[config.mk]
export PLATFORM = sky130hd
export DESIGN_NAME = button_event_qualifier_core_flat
export DESIGN_NICKNAME = d
export VERILOG_FILES = /design/src/rtl/beq_pkg.sv /design/src/rtl/beq_in_if.sv /design/src/rtl/beq_out_if.sv /design/src/rtl/beq_cfg_if.sv /design/src/rtl/button_event_qualifier_core.sv /design/src/rtl/beq_step.sv /design/src/flat_wrapper.sv
export SDC_FILE = /design/constraint.sdc
export NUM_CORES = 1
export LEC_CHECK = 0
export BUFFER_PORTS_ARGS = -buffer_cell sky130_fd_sc_hd__clkbuf_2
export CAP_MARGIN = 20
export CORE_UTILIZATION = 60
export CTS_CLUSTER_DIAMETER = 60
export DETAILED_ROUTE_END_ITERATION = 16
export GPL_ROUTABILITY_DRIVEN = 1
export PLACE_DENSITY_LB_ADDON = 0.12
export SETUP_SLACK_MARGIN = 0.15
export SLEW_MARGIN = 15
export SYNTH_ARGS = -nofsm -noshare
export SYNTH_HDL_FRONTEND = slang
export SYNTH_SLANG_ARGS = --single-unit
[constraint.sdc]
create_clock -name clk -period 15.4 [get_ports clk]
set_clock_uncertainty 0.05 [all_clocks]
set_input_delay 0 -clock clk [delete_from_list [all_inputs] [get_ports clk]]
set_output_delay 0 -clock clk [all_outputs]
set_load 0.005 [all_outputs]
[src/rtl/beq_pkg.sv]
// Types, constants and helper functions of the button event qualifier.
// Depends on nothing; used by the sample and configuration interfaces and all modules.
package beq_pkg;

  localparam int TMR_W     = 16;
  localparam int TS_W      = 32;
  localparam int CFG_IDX_W = 8;

  localparam logic [TMR_W-1:0] DONE_MARK = 16'hFFFF;
  localparam logic [TMR_W-1:0] SAT_MAX   = 16'hFFFE;

  localparam logic [TMR_W-1:0] PRESS_TIME_RST      = 16'd20;
  localparam logic [TMR_W-1:0] RELEASE_TIME_RST    = 16'd20;
  localparam logic [TMR_W-1:0] LONG_PRESS_TIME_RST = 16'd1000;
  localparam logic [TMR_W-1:0] REPEAT_TIME_RST     = 16'd200;

  localparam logic [CFG_IDX_W-1:0] CFG_PRESS_TIME      = 8'd0;
  localparam logic [CFG_IDX_W-1:0] CFG_RELEASE_TIME    = 8'd1;
  localparam logic [CFG_IDX_W-1:0] CFG_LONG_PRESS_TIME = 8'd2;
  localparam logic [CFG_IDX_W-1:0] CFG_REPEAT_TIME     = 8'd3;

  typedef enum logic [1:0] {
    HELD_RELEASED = 2'd0,
    HELD_PRESSED  = 2'd1,
    HELD_LONG     = 2'd2
  } held_t;

  typedef struct packed {
    logic [TMR_W-1:0] press_time;
    logic [TMR_W-1:0] release_time;
    logic [TMR_W-1:0] long_press_time;
    logic [TMR_W-1:0] repeat_time;
  } cfg_t;

  typedef struct packed {
    logic [TS_W-1:0]  last_stamp;
    logic [TMR_W-1:0] press_timer;
    logic [TMR_W-1:0] release_timer;
    logic [TMR_W-1:0] long_timer;
    logic [TMR_W-1:0] repeat_timer;
    held_t            held_state;
  } state_t;

  typedef struct packed {
    logic [1:0] pressed_state;
    logic       press_event;
    logic       release_event;
    logic       long_press_event;
    logic       long_release_event;
    logic       repeat_event;
  } result_t;

  function automatic logic [TMR_W-1:0] sat_add(input logic [TMR_W-1:0] a,
                                                input logic [TMR_W-1:0] b);
    logic [TMR_W:0] s;
    s = {1'b0, a} + {1'b0, b};
    return (s > {1'b0, SAT_MAX}) ? SAT_MAX : s[TMR_W-1:0];
  endfunction

endpackage

[src/rtl/beq_in_if.sv]
// Sample channel of the button event qualifier: timestamp and raw level.
// Depends on beq_pkg.
interface beq_in_if;
  logic                         valid;
  logic                         ready;
  logic [beq_pkg::TS_W-1:0]     time_now;
  logic                         raw_level;

  modport source (output valid, output time_now, output raw_level, input ready);
  modport sink   (input valid, input time_now, input raw_level, output ready);
endinterface

[src/rtl/beq_out_if.sv]
// Result channel of the button event qualifier: pressed state and events.
// Depends on nothing outside this file.
interface beq_out_if;
  logic       valid;
  logic       ready;
  logic [1:0] pressed_state;
  logic       press_event;
  logic       release_event;
  logic       long_press_event;
  logic       long_release_event;
  logic       repeat_event;

  modport source (output valid, output pressed_state, output press_event,
                  output release_event, output long_press_event,
                  output long_release_event, output repeat_event, input ready);
  modport sink   (input valid, input pressed_state, input press_event,
                  input release_event, input long_press_event,
                  input long_release_event, input repeat_event, output ready);
endinterface

[src/rtl/beq_cfg_if.sv]
// Configuration write channel of the button event qualifier.
// Depends on beq_pkg.
interface beq_cfg_if;
  logic                            valid;
  logic                            ready;
  logic [beq_pkg::CFG_IDX_W-1:0]   addr;
  logic [beq_pkg::TMR_W-1:0]       data;

  modport source (output valid, output addr, output data, input ready);
  modport sink   (input valid, input addr, input data, output ready);
endinterface

[src/rtl/button_event_qualifier_core.sv]
// Top level of the button event qualifier: configuration registers, timer
// state and the result register. Depends on beq_pkg, the three channel
// interfaces and beq_step.
//
// Every accepted sample (timestamp plus raw level) yields exactly one
// registered result: the pressed state and the press, release, long-press,
// long-release and repeat events. The block takes one sample per clock; a
// sample is accepted whenever the result register is empty or its result is
// transferred in the same cycle, so a stalled output only holds the input
// while that one result waits. The rate is set by the combinational timer
// update, where the 16-bit elapsed time is added to the saturating timers and
// compared with the thresholds. Configuration writes are taken every cycle
// and should only be issued while no result is outstanding.
module button_event_qualifier_core (
  input  logic          clk,
  input  logic          rst_n,
  beq_in_if.sink        in_if,
  beq_out_if.source     out_if,
  beq_cfg_if.sink       cfg_if
);

  beq_pkg::cfg_t    cfg_r;
  beq_pkg::state_t  state_r;
  beq_pkg::state_t  state_nxt;
  beq_pkg::result_t res_nxt;
  beq_pkg::result_t out_r;
  logic             out_valid_r;
  logic             in_xfer;

  assign in_if.ready  = !out_valid_r || out_if.ready;
  assign in_xfer      = in_if.valid && in_if.ready;
  assign cfg_if.ready = 1'b1;

  beq_step u_step (
    .cfg       (cfg_r),
    .cur       (state_r),
    .time_now  (in_if.time_now),
    .raw_level (in_if.raw_level),
    .nxt       (state_nxt),
    .res       (res_nxt)
  );

  always_ff @(posedge clk) begin
    if (!rst_n) begin
      cfg_r.press_time      <= beq_pkg::PRESS_TIME_RST;
      cfg_r.release_time    <= beq_pkg::RELEASE_TIME_RST;
      cfg_r.long_press_time <= beq_pkg::LONG_PRESS_TIME_RST;
      cfg_r.repeat_time     <= beq_pkg::REPEAT_TIME_RST;
    end else if (cfg_if.valid) begin
      unique case (cfg_if.addr)
        beq_pkg::CFG_PRESS_TIME:      cfg_r.press_time      <= cfg_if.data;
        beq_pkg::CFG_RELEASE_TIME:    cfg_r.release_time    <= cfg_if.data;
        beq_pkg::CFG_LONG_PRESS_TIME: cfg_r.long_press_time <= cfg_if.data;
        beq_pkg::CFG_REPEAT_TIME:     cfg_r.repeat_time     <= cfg_if.data;
        default: ;
      endcase
    end
  end

  always_ff @(posedge clk) begin
    if (!rst_n) begin
      state_r.last_stamp    <= '0;
      state_r.press_timer   <= '0;
      state_r.release_timer <= beq_pkg::DONE_MARK;
      state_r.long_timer    <= '0;
      state_r.repeat_timer  <= '0;
      state_r.held_state    <= beq_pkg::HELD_RELEASED;
    end else if (in_xfer) begin
      state_r <= state_nxt;
    end
  end

  always_ff @(posedge clk) begin
    if (!rst_n) begin
      out_valid_r <= 1'b0;
    end else if (in_xfer) begin
      out_valid_r <= 1'b1;
    end else if (out_if.ready) begin
      out_valid_r <= 1'b0;
    end
  end

  always_ff @(posedge clk) begin
    if (in_xfer) begin
      out_r <= res_nxt;
    end
  end

  assign out_if.valid              = out_valid_r;
  assign out_if.pressed_state      = out_r.pressed_state;
  assign out_if.press_event        = out_r.press_event;
  assign out_if.release_event      = out_r.release_event;
  assign out_if.long_press_event   = out_r.long_press_event;
  assign out_if.long_release_event = out_r.long_release_event;
  assign out_if.repeat_event       = out_r.repeat_event;

endmodule

[src/rtl/beq_step.sv]
// Next-state and event logic for one button sample.
// Depends on beq_pkg; instantiated by button_event_qualifier_core.
module beq_step (
  input  beq_pkg::cfg_t                cfg,
  input  beq_pkg::state_t              cur,
  input  logic [beq_pkg::TS_W-1:0]     time_now,
  input  logic                         raw_level,
  output beq_pkg::state_t              nxt,
  output beq_pkg::result_t             res
);

  logic [beq_pkg::TMR_W-1:0] elapsed;
  logic [beq_pkg::TS_W-1:0]  stamp_diff;
  logic [beq_pkg::TMR_W-1:0] press_sum;
  logic [beq_pkg::TMR_W-1:0] release_sum;
  logic [beq_pkg::TMR_W-1:0] long_sum;
  logic [beq_pkg::TMR_W-1:0] repeat_sum;

  assign stamp_diff  = time_now - cur.last_stamp;
  assign elapsed     = stamp_diff[beq_pkg::TMR_W-1:0];
  assign press_sum   = beq_pkg::sat_add(cur.press_timer, elapsed);
  assign release_sum = beq_pkg::sat_add(cur.release_timer, elapsed);
  assign long_sum    = beq_pkg::sat_add(cur.long_timer, elapsed);
  assign repeat_sum  = beq_pkg::sat_add(cur.repeat_timer, elapsed);

  always_comb begin
    nxt                    = cur;
    nxt.last_stamp         = time_now;
    res.press_event        = 1'b0;
    res.release_event      = 1'b0;
    res.long_press_event   = 1'b0;
    res.long_release_event = 1'b0;
    res.repeat_event       = 1'b0;

    if (raw_level) begin
      if (cur.press_timer == beq_pkg::DONE_MARK) begin
        if (repeat_sum >= cfg.repeat_time) begin
          res.repeat_event = 1'b1;
          nxt.repeat_timer = '0;
        end else begin
          nxt.repeat_timer = repeat_sum;
        end
        if (cur.long_timer != beq_pkg::DONE_MARK) begin
          if (cur.long_timer < cfg.long_press_time) begin
            nxt.long_timer = long_sum;
          end else begin
            nxt.long_timer       = beq_pkg::DONE_MARK;
            res.long_press_event = 1'b1;
          end
        end
        nxt.held_state = (nxt.long_timer == beq_pkg::DONE_MARK) ?
                         beq_pkg::HELD_LONG : beq_pkg::HELD_PRESSED;
      end else begin
        if (press_sum >= cfg.press_time) begin
          res.press_event   = 1'b1;
          nxt.press_timer   = beq_pkg::DONE_MARK;
          nxt.release_timer = '0;
          nxt.long_timer    = '0;
          nxt.repeat_timer  = '0;
          nxt.held_state    = beq_pkg::HELD_PRESSED;
        end else begin
          nxt.press_timer = press_sum;
        end
      end
    end else if (cur.release_timer != beq_pkg::DONE_MARK) begin
      if (release_sum >= cfg.release_time) begin
        if (cur.long_timer == beq_pkg::DONE_MARK) begin
          res.long_release_event = 1'b1;
        end else begin
          res.release_event = 1'b1;
        end
        nxt.release_timer = beq_pkg::DONE_MARK;
        nxt.press_timer   = '0;
        nxt.long_timer    = '0;
        nxt.repeat_timer  = '0;
        nxt.held_state    = beq_pkg::HELD_RELEASED;
      end else begin
        nxt.release_timer = release_sum;
      end
    end

    res.pressed_state = nxt.held_state;
  end

endmodule

[src/flat_wrapper.sv]
// flat-port wrapper written by rule: the top's interface ports become plain ports
module button_event_qualifier_core_flat 
  (clk, rst_n, in_if_valid, in_if_time_now, in_if_raw_level, in_if_ready, out_if_valid, out_if_pressed_state, out_if_press_event, out_if_release_event, out_if_long_press_event, out_if_long_release_event, out_if_repeat_event, out_if_ready, cfg_if_valid, cfg_if_addr, cfg_if_data, cfg_if_ready);
  beq_in_if in_if_i ();
  beq_out_if out_if_i ();
  beq_cfg_if cfg_if_i ();
  input  logic clk;
  input  logic rst_n;
  input wire logic [$bits(in_if_i.valid)-1:0] in_if_valid;
  input wire logic [$bits(in_if_i.time_now)-1:0] in_if_time_now;
  input wire logic [$bits(in_if_i.raw_level)-1:0] in_if_raw_level;
  output wire logic [$bits(in_if_i.ready)-1:0] in_if_ready;
  output wire logic [$bits(out_if_i.valid)-1:0] out_if_valid;
  output wire logic [$bits(out_if_i.pressed_state)-1:0] out_if_pressed_state;
  output wire logic [$bits(out_if_i.press_event)-1:0] out_if_press_event;
  output wire logic [$bits(out_if_i.release_event)-1:0] out_if_release_event;
  output wire logic [$bits(out_if_i.long_press_event)-1:0] out_if_long_press_event;
  output wire logic [$bits(out_if_i.long_release_event)-1:0] out_if_long_release_event;
  output wire logic [$bits(out_if_i.repeat_event)-1:0] out_if_repeat_event;
  input wire logic [$bits(out_if_i.ready)-1:0] out_if_ready;
  input wire logic [$bits(cfg_if_i.valid)-1:0] cfg_if_valid;
  input wire logic [$bits(cfg_if_i.addr)-1:0] cfg_if_addr;
  input wire logic [$bits(cfg_if_i.data)-1:0] cfg_if_data;
  output wire logic [$bits(cfg_if_i.ready)-1:0] cfg_if_ready;
  assign in_if_i.valid = in_if_valid;
  assign in_if_i.time_now = in_if_time_now;
  assign in_if_i.raw_level = in_if_raw_level;
  assign in_if_ready = in_if_i.ready;
  assign out_if_valid = out_if_i.valid;
  assign out_if_pressed_state = out_if_i.pressed_state;
  assign out_if_press_event = out_if_i.press_event;
  assign out_if_release_event = out_if_i.release_event;
  assign out_if_long_press_event = out_if_i.long_press_event;
  assign out_if_long_release_event = out_if_i.long_release_event;
  assign out_if_repeat_event = out_if_i.repeat_event;
  assign out_if_i.ready = out_if_ready;
  assign cfg_if_i.valid = cfg_if_valid;
  assign cfg_if_i.addr = cfg_if_addr;
  assign cfg_if_i.data = cfg_if_data;
  assign cfg_if_ready = cfg_if_i.ready;
  button_event_qualifier_core u_core (.clk(clk), .rst_n(rst_n), .in_if(in_if_i), .out_if(out_if_i), .cfg_if(cfg_if_i));
endmodule
# Word-level counts from Yosys, hierarchy flattened
# Cells that the tools add are included.
# word_totals
register_bits	154
latchBits	0
mem_bits_rw	0
mem_bits_ro	0
mem_count	0
# op_classes
n_addsub	5
multipliers	0
n_div	0
n_lt_le_gt_ge	8
eq_ne	11
n_shift	0
mux	26
bitwise_logic	3
n_reduce_logical	18
# op_table
cell	n
2-to-1 mux 16 bit	12
2-to-1 mux 66 bit	2
adder 16 x 16 -> 17 bit	4
> comparator 17 x 16 -> 1 bit, second input constant	4
2-to-1 mux 34 bit	2
2-to-1 mux 50 bit	1
equality test 16 bit, second input constant	3
>= comparator 16 bit	3
2-to-1 mux 32 bit	1
!= test 16 bit, second input constant	2
equality test 8 x 2 -> 1 bit, second input constant	2
< comparator 16 bit	1
subtractor 16 bit	1
AND reduction 4 bit	3
AND reduction 2 bit	5
equality test 8 x 1 -> 1 bit, second input constant	1
zero test 8 bit	1
2-to-1 mux 1 bit	7
nonzero test 2 bit	3
!= test 3 x 1 -> 1 bit, second input constant	1
NOT 1 bit	3
AND reduction 3 bit	1
OR reduction 3 bit	1
2-to-1 mux 2 bit	1
other kinds (6)	6

# Logic depth before layout (Yosys ltp)
# Gate-level depths: netlist of run 1.
# logic_depth
depth_word	12
mapped_depth	34
depth_no_buf	32

# By module
# From an unflattened synthesis of run 1, not the netlist that was laid out.
# unflattened
hier_cells	1765
hier_area_um2	13646.8
# modules_own_cells
module	instances	cells_each	area_each_um2	seq_area_each_um2
beq_step	1	1066	7273.2	0.0
button_event_qualifier_core	1	699	6373.6	3473.3

# Least setup slack after synthesis of run 1
# Ideal clock, no wire load.
# synth_timing
path_type	reg2reg
start	register u_core.state_r[66] (netlist name)
end	register u_core.state_r[21] (netlist name)
setup_ns	0.060
t_arrival_ns	6.028
t_required_ns	15.290
setup_slack_ns	9.263
stages_incl_launch_ff	32
period_less_slack_ns	6.137
path_cell_list	dfxtp_1 > ha_1 > inv_1 > fa_1 > a21o_1 > a21oi_1 > o21bai_1 > a31o_2 > a41oi_1 > a21oi_1 > xor2_1 > ha_1 > a21o_1 > xnor2_1 > or4b_1 > nor3_1 > nand4bb_1 > nor4_1 > a21boi_1 > buf_2 > nand2_1 > ha_1 > a21o_1 > a2111oi_0 > o21ai_0 > a21oi_1 > o21bai_1 > a31oi_1 > buf_2 > buf_2 > a22oi_1 > nand2_1
# synth_via
elab_chain_cells	10
elab_cells_between_ends	21
classes_between	add/sub (4); order compare (5); eq/ne (1); mux (9); reduce/logical (2)
# synth_lines
element	line_no	text
start: declaration	button_event_qualifier_core.sv:23	beq_pkg::state_t state_r;
start signal: assignment	button_event_qualifier_core.sv:69	state_r <= state_nxt;
subtractor 16 bit (*)	beq_step.sv:19	assign stamp_diff = time_now - cur.last_stamp;
branches (longest 9 deep; another with adder 16 x 16 -> 17 bit)	--	
# Mark *: on every way between the ends. The select of a mux whose other input is x is not followed.
# A chain may end at the register's enable or synchronous reset.

# Final worst setup path of run 1
# layout_timing
start	register u_core.state_r[66] (netlist name)
end	register u_core.state_r[18] (netlist name)
# The elaborated chain is that of the path after synthesis.

==> results of run 1 <==
## critical path: cells and delay by family, from the launching register on
kind | cells | cell delay [ns]
AOI/OAI and AO/OA | 17 | 4.73
adders and majority gates | 4 | 1.17
and+or+nand+nor | 5 | 0.72
buffers and inverters | 4 | 0.68
DFF | 1 | 0.33
xor gates and xnor gates | 1 | 0.27
## cell families after synthesis
logic type,after synthesis,synth area share [%]
multiplexers,15,1.30
AO/OA/AOI/OAI,407,23.9
flip-flops,154,27.4
XOR/XNOR,53,4.03
AND/OR/NAND/NOR,505,20.8
buffers and inverters,158,5.57
adder cells (fa/ha/maj),153,17.0
other,1,0.0326
## how the worst max path moves through the flow
stage                             startpoint  cells after the start                  to
final                     u_core.state_r[66]                     31  u_core.state_r[18]
after global routing      u_core.state_r[66]                     30  u_core.state_r[18]
after CTS                 u_core.state_r[66]                     30  u_core.state_r[18]
after detailed placement  u_core.state_r[66]                     30  u_core.state_r[18]
after global placement    u_core.state_r[66]                     31  u_core.state_r[18]
after floorplan           u_core.state_r[66]                     31  u_core.state_r[21]
## per-stage QoR
stage	worst slack [ns]	utilization [%]	hold slack [ns]	power (mW)	cells
6_report	7.33	69.2	0.0237	1.72	1777
5_1_grt	6.75	69.2	0.0485	1.83	1776
2_1_floorplan	9.26	-	0.0751	1.06	1446
3_3_place_gp	7.63	64.1	0.186	1.26	1707
3_5_place_dp	7.56	64.1	0.195	1.28	1707
4_1_cts	7.43	69.1	0.0401	1.71	1774
## registers in the layout, summed over array words and instances, names as in the netlist
name,flops
u_core.cfg_r,64
u_core.out_if.long_press_event,1
u_core.out_if.long_release_event,1
u_core.out_if.press_event,1
u_core.out_if.pressed_state,2
u_core.out_if.release_event,1
u_core.out_if.repeat_event,1
u_core.out_if.valid,1
u_core.state_r,82
## metal layers
| layer | vias to the layer above | routed length, um | track usage, % |
|---|---|---|---|
| met2 | 386 | 14300 | 52.7 |
| met3 | 65 | 2220 | 7.04 |
| li1 | 5361 | - | - |
| met5 | - | 0 | 0 |
| met4 | 0 | 1370 | 15.4 |
| met1 | 5014 | 14300 | 43.4 |
## placed cells by master (no fill, tap or decap), types with 35 or more instances in the layout
cell,synthesis,final
ha_1,148,148
dlygate4sd3_1,0,35
o21ai_0,40,40
a21oi_1,132,132
nand2_1,242,242
dfxtp_1,147,147
xnor2_1,36,36
inv_1,107,107
clkbuf_2,0,54
nor2_1,70,70
## repair_timing
item,4_1_cts,5_1_grt
endpoints found under the setup margin,0,0
hold buffers,35,0
hold endpoints to repair,84,0
## Yosys cell counts (all sizes together), types with 22 or more instances
cell    count  area, um2
a21o       32        240
a21oi     134        686
clkbuf     31        126
dfxtp     147       2940
ha        148       1850
inv       108        405
nand2     243        915
nand2b     26        163
nand3      28        140
nor2       70        263
nor3       22        110
o211ai     26        200
o21a       32        241
o21ai      46        238
xnor2      36        315
## power by group
part | total [mW] | internal [mW] | switching (mW)
registers | 0.449 | 0.428 | 0.0211
clock network | 0.422 | 0.243 | 0.179
logic | 0.849 | 0.332 | 0.517
total | 1.72 | 1.00 | 0.717
## cell type report
type	count	share of cell area (%)
inverters	108	3.12
repair buffers	114	6.22
diodes	1	0.0193
flip-flops and latches	154	24.3
clock inverters	10	0.819
multi-input cells	1134	59.6
clock buffers	22	3.74
well taps	234	2.25
==> impl_summary.log, run 1 <==
INFO  metric worst-slew-pin-transition = 1.02 ns
INFO  metric hold_path_class = in2reg
INFO  metric critical_path_peak_fanout = 29
INFO  metric syn-instance-count = roughly 1400
INFO  metric number_of_antenna_violations_at_the_first_check_in_global_routing = 0
INFO  metric arrival = 8.37 ns
INFO  metric global_route.overflow_total = 0
INFO  metric ys.warnings.count = 0
INFO  metric row_count = 50
INFO  metric reg2regPathDepth = 31
INFO  metric detail_route.wl_per_cell = approximately 18 um
INFO  metric finalNetCount = 1744
INFO  metric worst_hold_startpoint = cfg_if_addr[1]
INFO  metric die_ht = between 100 and 150 um
INFO  metric setup_tns = 0 ns
INFO  metric max_slew_violation_count = 0
INFO  metric hold_depth = 4
INFO  metric wire_length_of_the_first_global_routing_pass = around 50000 um
INFO  metric synth.lib_cells_used.distinct = 89
INFO  metric slowest_stage = a31oi_4
INFO  metric initial_core_utilization = 61.3%
INFO  metric clkTransAtPathRegs = about 0.070 ns
INFO  metric ys_async_sr_fraction = 0%
INFO  metric drt_pre_antenna_iters = 7
INFO  metric io_pins = approximately 70
INFO  metric multiInputGateArea = 7740 um2
INFO  metric port_buffers = 54
INFO  metric unrepaired_setup_endpoints_after_global_routing = no
INFO  metric worst_path_largest_cell_delay = 0.79 ns
INFO  metric worstPathRequired = between 15 and 20 ns
INFO  metric number_of_enable_flip_flop_cells_after_synthesis = 7
INFO  metric area_growth = 12.9%
INFO  metric drt.antenna.violating_nets = 0
INFO  metric status = completed
INFO  metric reg2reg_from = u_core.state_r[66]
INFO  metric cts_repair_resize_count = 0
INFO  metric synthesis.area_per_instance = between 7 and 8 um2
INFO  metric max_buffers_root_to_sink = 2
INFO  metric synth_sequential_area_ratio = 27.4%
INFO  metric routed_wl = approximately 32000 um
INFO  metric critical_path.reg2reg.endpoint = u_core.state_r[18]
INFO  metric drc = 0
INFO  metric design.die.area = between 15000 and 20000 um2
INFO  metric critical_path.startpoint_type = flop
INFO  metric fraction_of_final_layout_cells_with_drive_strength_greater_than_1 = under 10%
INFO  metric dieWidth = approximately 140 um
INFO  metric detailedRoute.firstIterationViolations = 829
INFO  metric grt_max_degree = around 90
INFO  metric fill_cells = ~1600
INFO  metric grtUsageTotal = about 33%
INFO  metric power.density_cell_area = about 130 nW/um2
INFO  metric htree_levels = 4
INFO  metric maxCapViolations = 0
INFO  metric synth-seq-cells = 154
INFO  metric final.period_utilization = a little over half
INFO  metric synthesis.area = ~12000 um2
INFO  metric clk_latency = 0.44 ns
INFO  metric vdd_drop_max = around 0.09 mV
INFO  metric clock_tree_from_tritoncts = done
INFO  metric numClockSinks = between 150 and 200
INFO  metric detailedPlacementHpwl = between 20000 and 25000 um
INFO  metric route.detailed.vias_per_inst = about 6.1
INFO  metric timing_worst_setup_path_type = reg2reg
INFO  metric cts_buffers = 17
INFO  metric fp.coreArea = 18800 um2
INFO  metric report.final.setup_viol = 0
INFO  metric grt_pass1_vias = 10089
INFO  metric placement.cell_area = roughly 12000 um2
INFO  metric final_cell_area = 13000 um2
INFO  metric place.gp.congestion = 0.948
INFO  metric max_slew_margin = approximately 32%
INFO  metric maxClockFrequency = 124 MHz
INFO  metric worstHoldEndpoint = u_core.cfg_r[33]
INFO  metric dr_total_vias = roughly 11000
INFO  metric syn_nets = roughly 1700
INFO  metric timing.final.hold_violations = 0
INFO  metric post_layout_min_period = 8.07 ns
INFO  metric synth_ff_type = dfxtp_1
INFO  metric power.leakage = 5.57 nW
INFO  metric ff2ff_setup_slack = between 7 and 8 ns
INFO  metric sort_of_element_at_the_end_of_the_critical_path = flop
INFO  metric regArea = 3150 um2
INFO  metric number_of_setup_buffers_added_after_cts = 0
INFO  metric cts_root_buf = clkbuf_16
No activity file was read; power rests on OpenSTA's default activity.
==> run 2, diff against run 1 <==
- clock period: 15.4 -> 7.85 ns (I/O delays scaled with it)
==> run 2 against run 1 <==
Compared with the run above: combinational power is 100% higher; final area hardly changed; global-route usage is 0.75 points higher; worst hold slack better by 0.011 ns; die area stayed put; total power is 97% higher; utilization is 0.060 points higher; count of clock-buffer cells in the layout is 5 lower.
==> impl_summary.log, run 2 (synthesized netlist as in run 1, its figures left out) <==
INFO  metric clkTransAtPathRegs = roughly 0.07 ns
INFO  metric cts_buffers = 17
INFO  metric detailedPlacementHpwl = ~24000 um
INFO  metric drt.antenna.violating_nets = 0
INFO  metric slowest_stage = or4_4
INFO  metric critical_path.n_buffers_inverters = 3
INFO  metric worst_hold_startpoint = in_if_raw_level
INFO  metric power.share.switching = 42.5%
INFO  metric maxClockFrequency = 137 MHz
INFO  metric insertedDiodeCount = 0
INFO  metric hold_path_class = in2reg
INFO  metric placement.cell_area = about 12000 um2
INFO  metric clock_tree_from_tritoncts = done
INFO  metric cts_root_buf = clkbuf_16
INFO  metric row_count = 50
INFO  metric worst_path_largest_cell_delay = 0.57 ns
INFO  metric maxCapViolations = 0
INFO  metric report.final.setup_viol = 0
INFO  metric worstPathRequired = slightly above 8 ns
INFO  metric fp.coreArea = 18800 um2
INFO  metric largest_register_ffs = 82
INFO  metric io_pins = a little over 70
INFO  metric layout_commonest_cell = nand2_1
INFO  metric detailedRoute.firstIterationViolations = 865
INFO  metric highest_count_cells_in_the_layout_ignoring_fill_and_taps = nand2_1 (242), ha_1 (148), dfxtp_1 (147), a21oi_1 (132), inv_1 (107)
INFO  metric critical_path.startpoint_type = flop
INFO  metric unrepaired_setup_endpoints_after_global_routing = yes
INFO  metric timing.hold.ws = 0.0348 ns
INFO  metric cell_internal_power = 1.95 mW
INFO  metric utilization = between 60% and 70%
INFO  metric route.detailed.vias_per_inst = 6.12
INFO  metric die_ht = around 140 um
INFO  metric timing_worst_setup_path_type = reg2reg
INFO  metric fraction_of_final_layout_cells_with_drive_strength_greater_than_1 = around 10%
INFO  metric power.density_cell_area = approximately 260 nW/um2
INFO  metric place.gp.congestion = between 0.9 and 1
INFO  metric final_cell_area = 13000 um2
INFO  metric dieWidth = 141 um
INFO  metric area_growth = 13.0%
INFO  metric number_of_antenna_violations_at_the_first_check_in_global_routing = 0
INFO  metric drc = 0
INFO  metric grt_max_degree = approximately 90
INFO  metric initial_core_utilization = approximately three fifths
INFO  metric post_layout_min_period = 7.33 ns
INFO  metric max_slew_margin = just over 30%
INFO  metric power.clock.fraction = a little under a quarter
INFO  metric wire_length_of_the_first_global_routing_pass = between 50000 and 60000 um
INFO  metric arrival = 7.62 ns
INFO  metric total_switching_power = around 1.4 mW
INFO  metric routed_wl = 33000 um
INFO  metric max_buffers_root_to_sink = 2
INFO  metric global_route.overflow_total = 0
INFO  metric detail_route.wl_per_cell = 18.5 um
INFO  metric numClockSinks = around 150
INFO  metric drt_pre_antenna_iters = 5
INFO  metric vdd_drop_max = approximately 0.2 mV
INFO  metric critPathLaunch = u_core.state_r[66]
INFO  metric sort_of_element_at_the_end_of_the_critical_path = flop
INFO  metric registers.top_by_ff_count = u_core.state_r
INFO  metric seq_power_share = roughly a quarter
INFO  metric port_buffers = 54
INFO  metric reg2reg_from = u_core.state_r[66]
INFO  metric worst-slew-pin-transition = roughly 1.0 ns
INFO  metric crit_top_cell = ha_1
INFO  metric finalNetCount = approximately 1700
INFO  metric power.leakage = 5.59 nW
INFO  metric final.period_utilization = ~93%
INFO  metric status = completed
INFO  metric max_slew_violation_count = 0
INFO  metric grtUsageTotal = 34.0%
INFO  metric dr_total_vias = ~11000
INFO  metric number_of_setup_buffers_added_after_cts = 0
INFO  metric grt_pass1_vias = around 10000
INFO  metric timing.final.hold_violations = 0
INFO  metric critical_path_peak_fanout = 12
INFO  metric setup_tns = 0 ns
INFO  metric clk_latency = between 0.4 and 0.5 ns
INFO  metric htree_levels = 4
INFO  metric cp_top_family = compound AO/OA/AOI/OAI gates
INFO  metric fill_cells = around 1600
INFO  metric power_frac_comb = 50.2%
INFO  metric design.die.area = between 15000 and 20000 um2
-- run 2: cell count changes in the layout (fill, tap and decap cells not counted), moves of 2 or more --
cell	previous run	this run
clkbuf_1	2	0
clkbuf_8	2	0
buf_4	25	31
inv_4	0	2
clkinv_2	0	2
-- run 2: metal layers --
metal	part of all wire, %	vias up	track usage, %	wire [um]
met2	44	312	54.0	14600
met4	4.5	0	16.7	1490
li1	-	5386	-	-
met1	45	5124	44.8	14700
met5	0	-	0	0
met3	6.7	76	5.81	2200
-- run 2: power by group through the flow --
stage / combinational, mW / sequential [mW] / clock, mW
after global placement: 1.61 / 0.895 / 0
after detailed placement: 1.64 / 0.896 / 0
final: 1.70 / 0.880 / 0.811
after CTS: 1.67 / 0.879 / 0.815
after floorplan: 1.20 / 0.885 / 0
after global routing: 1.88 / 0.886 / 0.850
-- run 2: cell type report --
| cell class | count | area [um2] | area share [%] |
|---|---|---|---|
| multi-input cells | 1134 | 7740 | 59.5 |
| flip-flops and latches | 154 | 3150 | 24.3 |
| repair buffers | 119 | 843 | 6.49 |
| clock buffers | 17 | 425 | 3.27 |
| inverters | 108 | 405 | 3.12 |
| well taps | 234 | 293 | 2.25 |
| clock inverters | 15 | 140 | 1.08 |
-- run 2: path summary, 6_finish.rpt --
| kind | to | slack [ns] | depth (start not counted) |
|---|---|---|---|
| max reg2reg | u_core.state_r[18] | 0.52 | 31 |
| max | u_core.state_r[18] | 0.52 | 31 |
| min | u_core.out_if.long_release_event | 0.03 | 2 |
| min reg2reg | u_core.cfg_r[41] | 0.40 | 2 |
-- run 2: repair_timing --
item / 4_1_cts / 5_1_grt
hold buffers: 34 / 0
gates resized for setup: 0 / 2
setup endpoints to repair: 0 / 14
endpoints found under the hold margin: 81 / 0
-- run 2: metrics by stage --
| stage | cells | total power [mW] | setup slack [ns] |
|---|---|---|---|
| 3_3_place_gp | 1714 | 2.50 | 0.759 |
| 6_report | 1781 | 3.39 | 0.524 |
| 5_1_grt | 1781 | 3.62 | 0.123 |
| 3_5_place_dp | 1715 | 2.54 | 0.643 |
| 2_1_floorplan | 1446 | 2.09 | 1.71 |
| 4_1_cts | 1781 | 3.37 | 0.580 |
==> run 3, diff against run 2 <==
==> constraint.sdc (replaced) <==
create_clock -name clk -period 7.85 [get_ports clk]
set_clock_uncertainty 0.05 [all_clocks]
set_input_delay 0.785 -clock clk [delete_from_list [all_inputs] [get_ports clk]]
set_output_delay 0.785 -clock clk [all_outputs]
set_load 0.005 [all_outputs]
==> run 3 against run 2 <==
Compared with the run above: die area did not move; wire length fell by 0.39%; total power rose by 2.2%; critical path depth rose by 1; clock power rose by 4.1%; largest cell class unchanged; largest power group unchanged.
==> impl_summary.log, run 3 (synthesized netlist as in run 1, its figures left out) <==
INFO  metric drt.antenna.violating_nets = 0
INFO  metric post_layout_min_period = approximately 7.2 ns
INFO  metric hold_path_class = reg2reg
INFO  metric pre_cts_slack = between 0.15 and 0.2 ns
INFO  metric wire_length_of_the_first_global_routing_pass = between 50000 and 60000 um
INFO  metric power.density_cell_area = around 270 nW/um2
INFO  metric power.clock.fraction = 24.3%
INFO  metric die_ht = around 140 um
INFO  metric unrepaired_setup_endpoints_after_global_routing = yes
INFO  metric multiInputGateArea = 7750 um2
INFO  metric power.leakage = approximately 5.5 nW
INFO  metric drt_pre_antenna_iters = 7
INFO  metric sort_of_element_at_the_end_of_the_critical_path = flop
INFO  metric grtUsageTotal = around a third
INFO  metric cts_root_buf = clkbuf_16
INFO  metric number_of_antenna_violations_at_the_first_check_in_global_routing = 0
INFO  metric power.share.switching = about two fifths
INFO  metric insertedDiodeCount = 0
INFO  metric final.setup.worst_slack = 0.644 ns
INFO  metric fp.coreArea = roughly 19000 um2
INFO  metric critical_path_peak_fanout = 7
INFO  metric maxCapViolations = 0
INFO  metric design.die.area = a little under 20000 um2
INFO  metric setup_tns = 0 ns
INFO  metric cts_buffers = 17
INFO  metric initial_core_utilization = roughly three fifths
INFO  metric cts_hold_buf = 0
INFO  metric slowest_stage = or4_4
INFO  metric crit_top_cell = ha_1
INFO  metric report.final.setup_viol = 0
INFO  metric power_frac_comb = about half
INFO  metric port_buffers = 54
INFO  metric area_growth = 10.8%
INFO  metric detailedPlacementHpwl = around 25000 um
INFO  metric dieWidth = about 140 um
INFO  metric regArea = 3150 um2
INFO  metric timing.final.hold_violations = 0
INFO  metric largest_register_ffs = 82
INFO  metric cell_internal_power = slightly above 2 mW
INFO  metric numClockSinks = ~150
INFO  metric clk_latency = between 0.4 and 0.5 ns
INFO  metric number_of_setup_buffers_added_after_cts = 0
INFO  metric global_route.overflow_total = 0
INFO  metric finalNetCount = 1724
INFO  metric vdd_drop_max = about 0.16 mV
INFO  metric clock_tree_from_tritoncts = done
INFO  metric htree_levels = 4
INFO  metric highest_count_cells_in_the_layout_ignoring_fill_and_taps = nand2_1 (242), ha_1 (148), dfxtp_1 (147), a21oi_1 (132), inv_1 (107)
INFO  metric worstPathRequired = around 8 ns
INFO  metric place.gp.congestion = approximately 1.0
INFO  metric seq_power_share = around a quarter
INFO  metric final.period_utilization = 91.8%
INFO  metric maxClockFrequency = 139 MHz
INFO  metric arrival = 7.34 ns
INFO  metric registers.top_by_ff_count = u_core.state_r
INFO  metric drc = 0
INFO  metric status = completed
INFO  metric layout_commonest_cell = nand2_1
INFO  metric utilization = around two thirds
INFO  metric route.detailed.vias_per_inst = between 6 and 7
INFO  metric grt_max_degree = between 90 and 100
INFO  metric detailedRoute.firstIterationViolations = around 790
INFO  metric worst-slew-pin-transition = slightly above 1 ns
INFO  metric dr_total_vias = between 10000 and 15000
INFO  metric fill_cells = around 1700
INFO  metric total_switching_power = 1.44 mW
INFO  metric cts_repair_resize_count = 0
INFO  metric critical_path.startpoint_type = input pin
INFO  metric grt_pass1_vias = 10043
INFO  metric row_count = 50
INFO  metric timing_worst_setup_path_type = in2reg
INFO  metric fraction_of_final_layout_cells_with_drive_strength_greater_than_1 = a little over a tenth
INFO  metric max_buffers_root_to_sink = 2
INFO  metric worst_path_largest_cell_delay = around 0.56 ns
INFO  metric clkTransAtPathRegs = around 0.06 ns
INFO  metric io_pins = 72
INFO  metric max_slew_margin = 32.9%
INFO  metric max_slew_violation_count = 0
INFO  metric detail_route.wl_per_cell = 18.7 um
INFO  metric routed_wl = ~33000 um
## run 3: worst max-delay path, delay by kind of cell
family	cells	cell delay, ns
adder cells (fa/ha/maj)	4	1.13
AND/OR/NAND/NOR	10	2.00
buffers and inverters	4	0.47
AO/OA/AOI/OAI	12	2.60
XOR/XNOR	2	0.36
## run 3: stage by stage
stage | hold slack, ns | std cells | instance area (um2) | total power [mW]
final | 0.402 | 1755 | 12800 | 3.47
after global routing | 0.419 | 1755 | 12800 | 3.69
after CTS | 0.403 | 1755 | 12700 | 3.44
after detailed placement | 0.394 | 1724 | 12100 | 2.59
after global placement | 0.388 | 1723 | 12100 | 2.55
after floorplan | 0.382 | 1446 | 11500 | 2.09
## run 3: metal layers
layer	vias to the layer above	track usage (%)	part of all wire, %
met5	-	0	0
met4	0	13.8	3.9
met3	60	6.70	6.5
met2	351	55.9	46
met1	5085	43.4	44
li1	5313	-	-
## run 3: layout make-up
cell class	count	area share (%)
clock buffer	19	3.56
clock inverter	12	1.07
inverter	108	3.18
multi-input combinational	1134	60.7
sequential	154	24.7
tap	234	2.29
timing repair buffer	94	4.47
## run 3: power groups by stage
stage / clock (mW) / sequential (mW) / combinational, mW
floorplan: 0 / 0.885 / 1.20
global placement: 0 / 0.897 / 1.66
detailed placement: 0 / 0.897 / 1.69
CTS: 0.847 / 0.880 / 1.71
global route: 0.881 / 0.886 / 1.92
finish: 0.844 / 0.882 / 1.74
## run 3: path summary, 6_finish.rpt
path,from,to,slack (ns),cells past startpoint
max reg2reg,u_core.state_r[66],u_core.out_if.pressed_state[0],0.82,30
min,u_core.cfg_r[37],u_core.cfg_r[37],0.40,2
min reg2reg,u_core.cfg_r[37],u_core.cfg_r[37],0.40,2
max,in_if_time_now[0],u_core.out_if.pressed_state[0],0.64,32
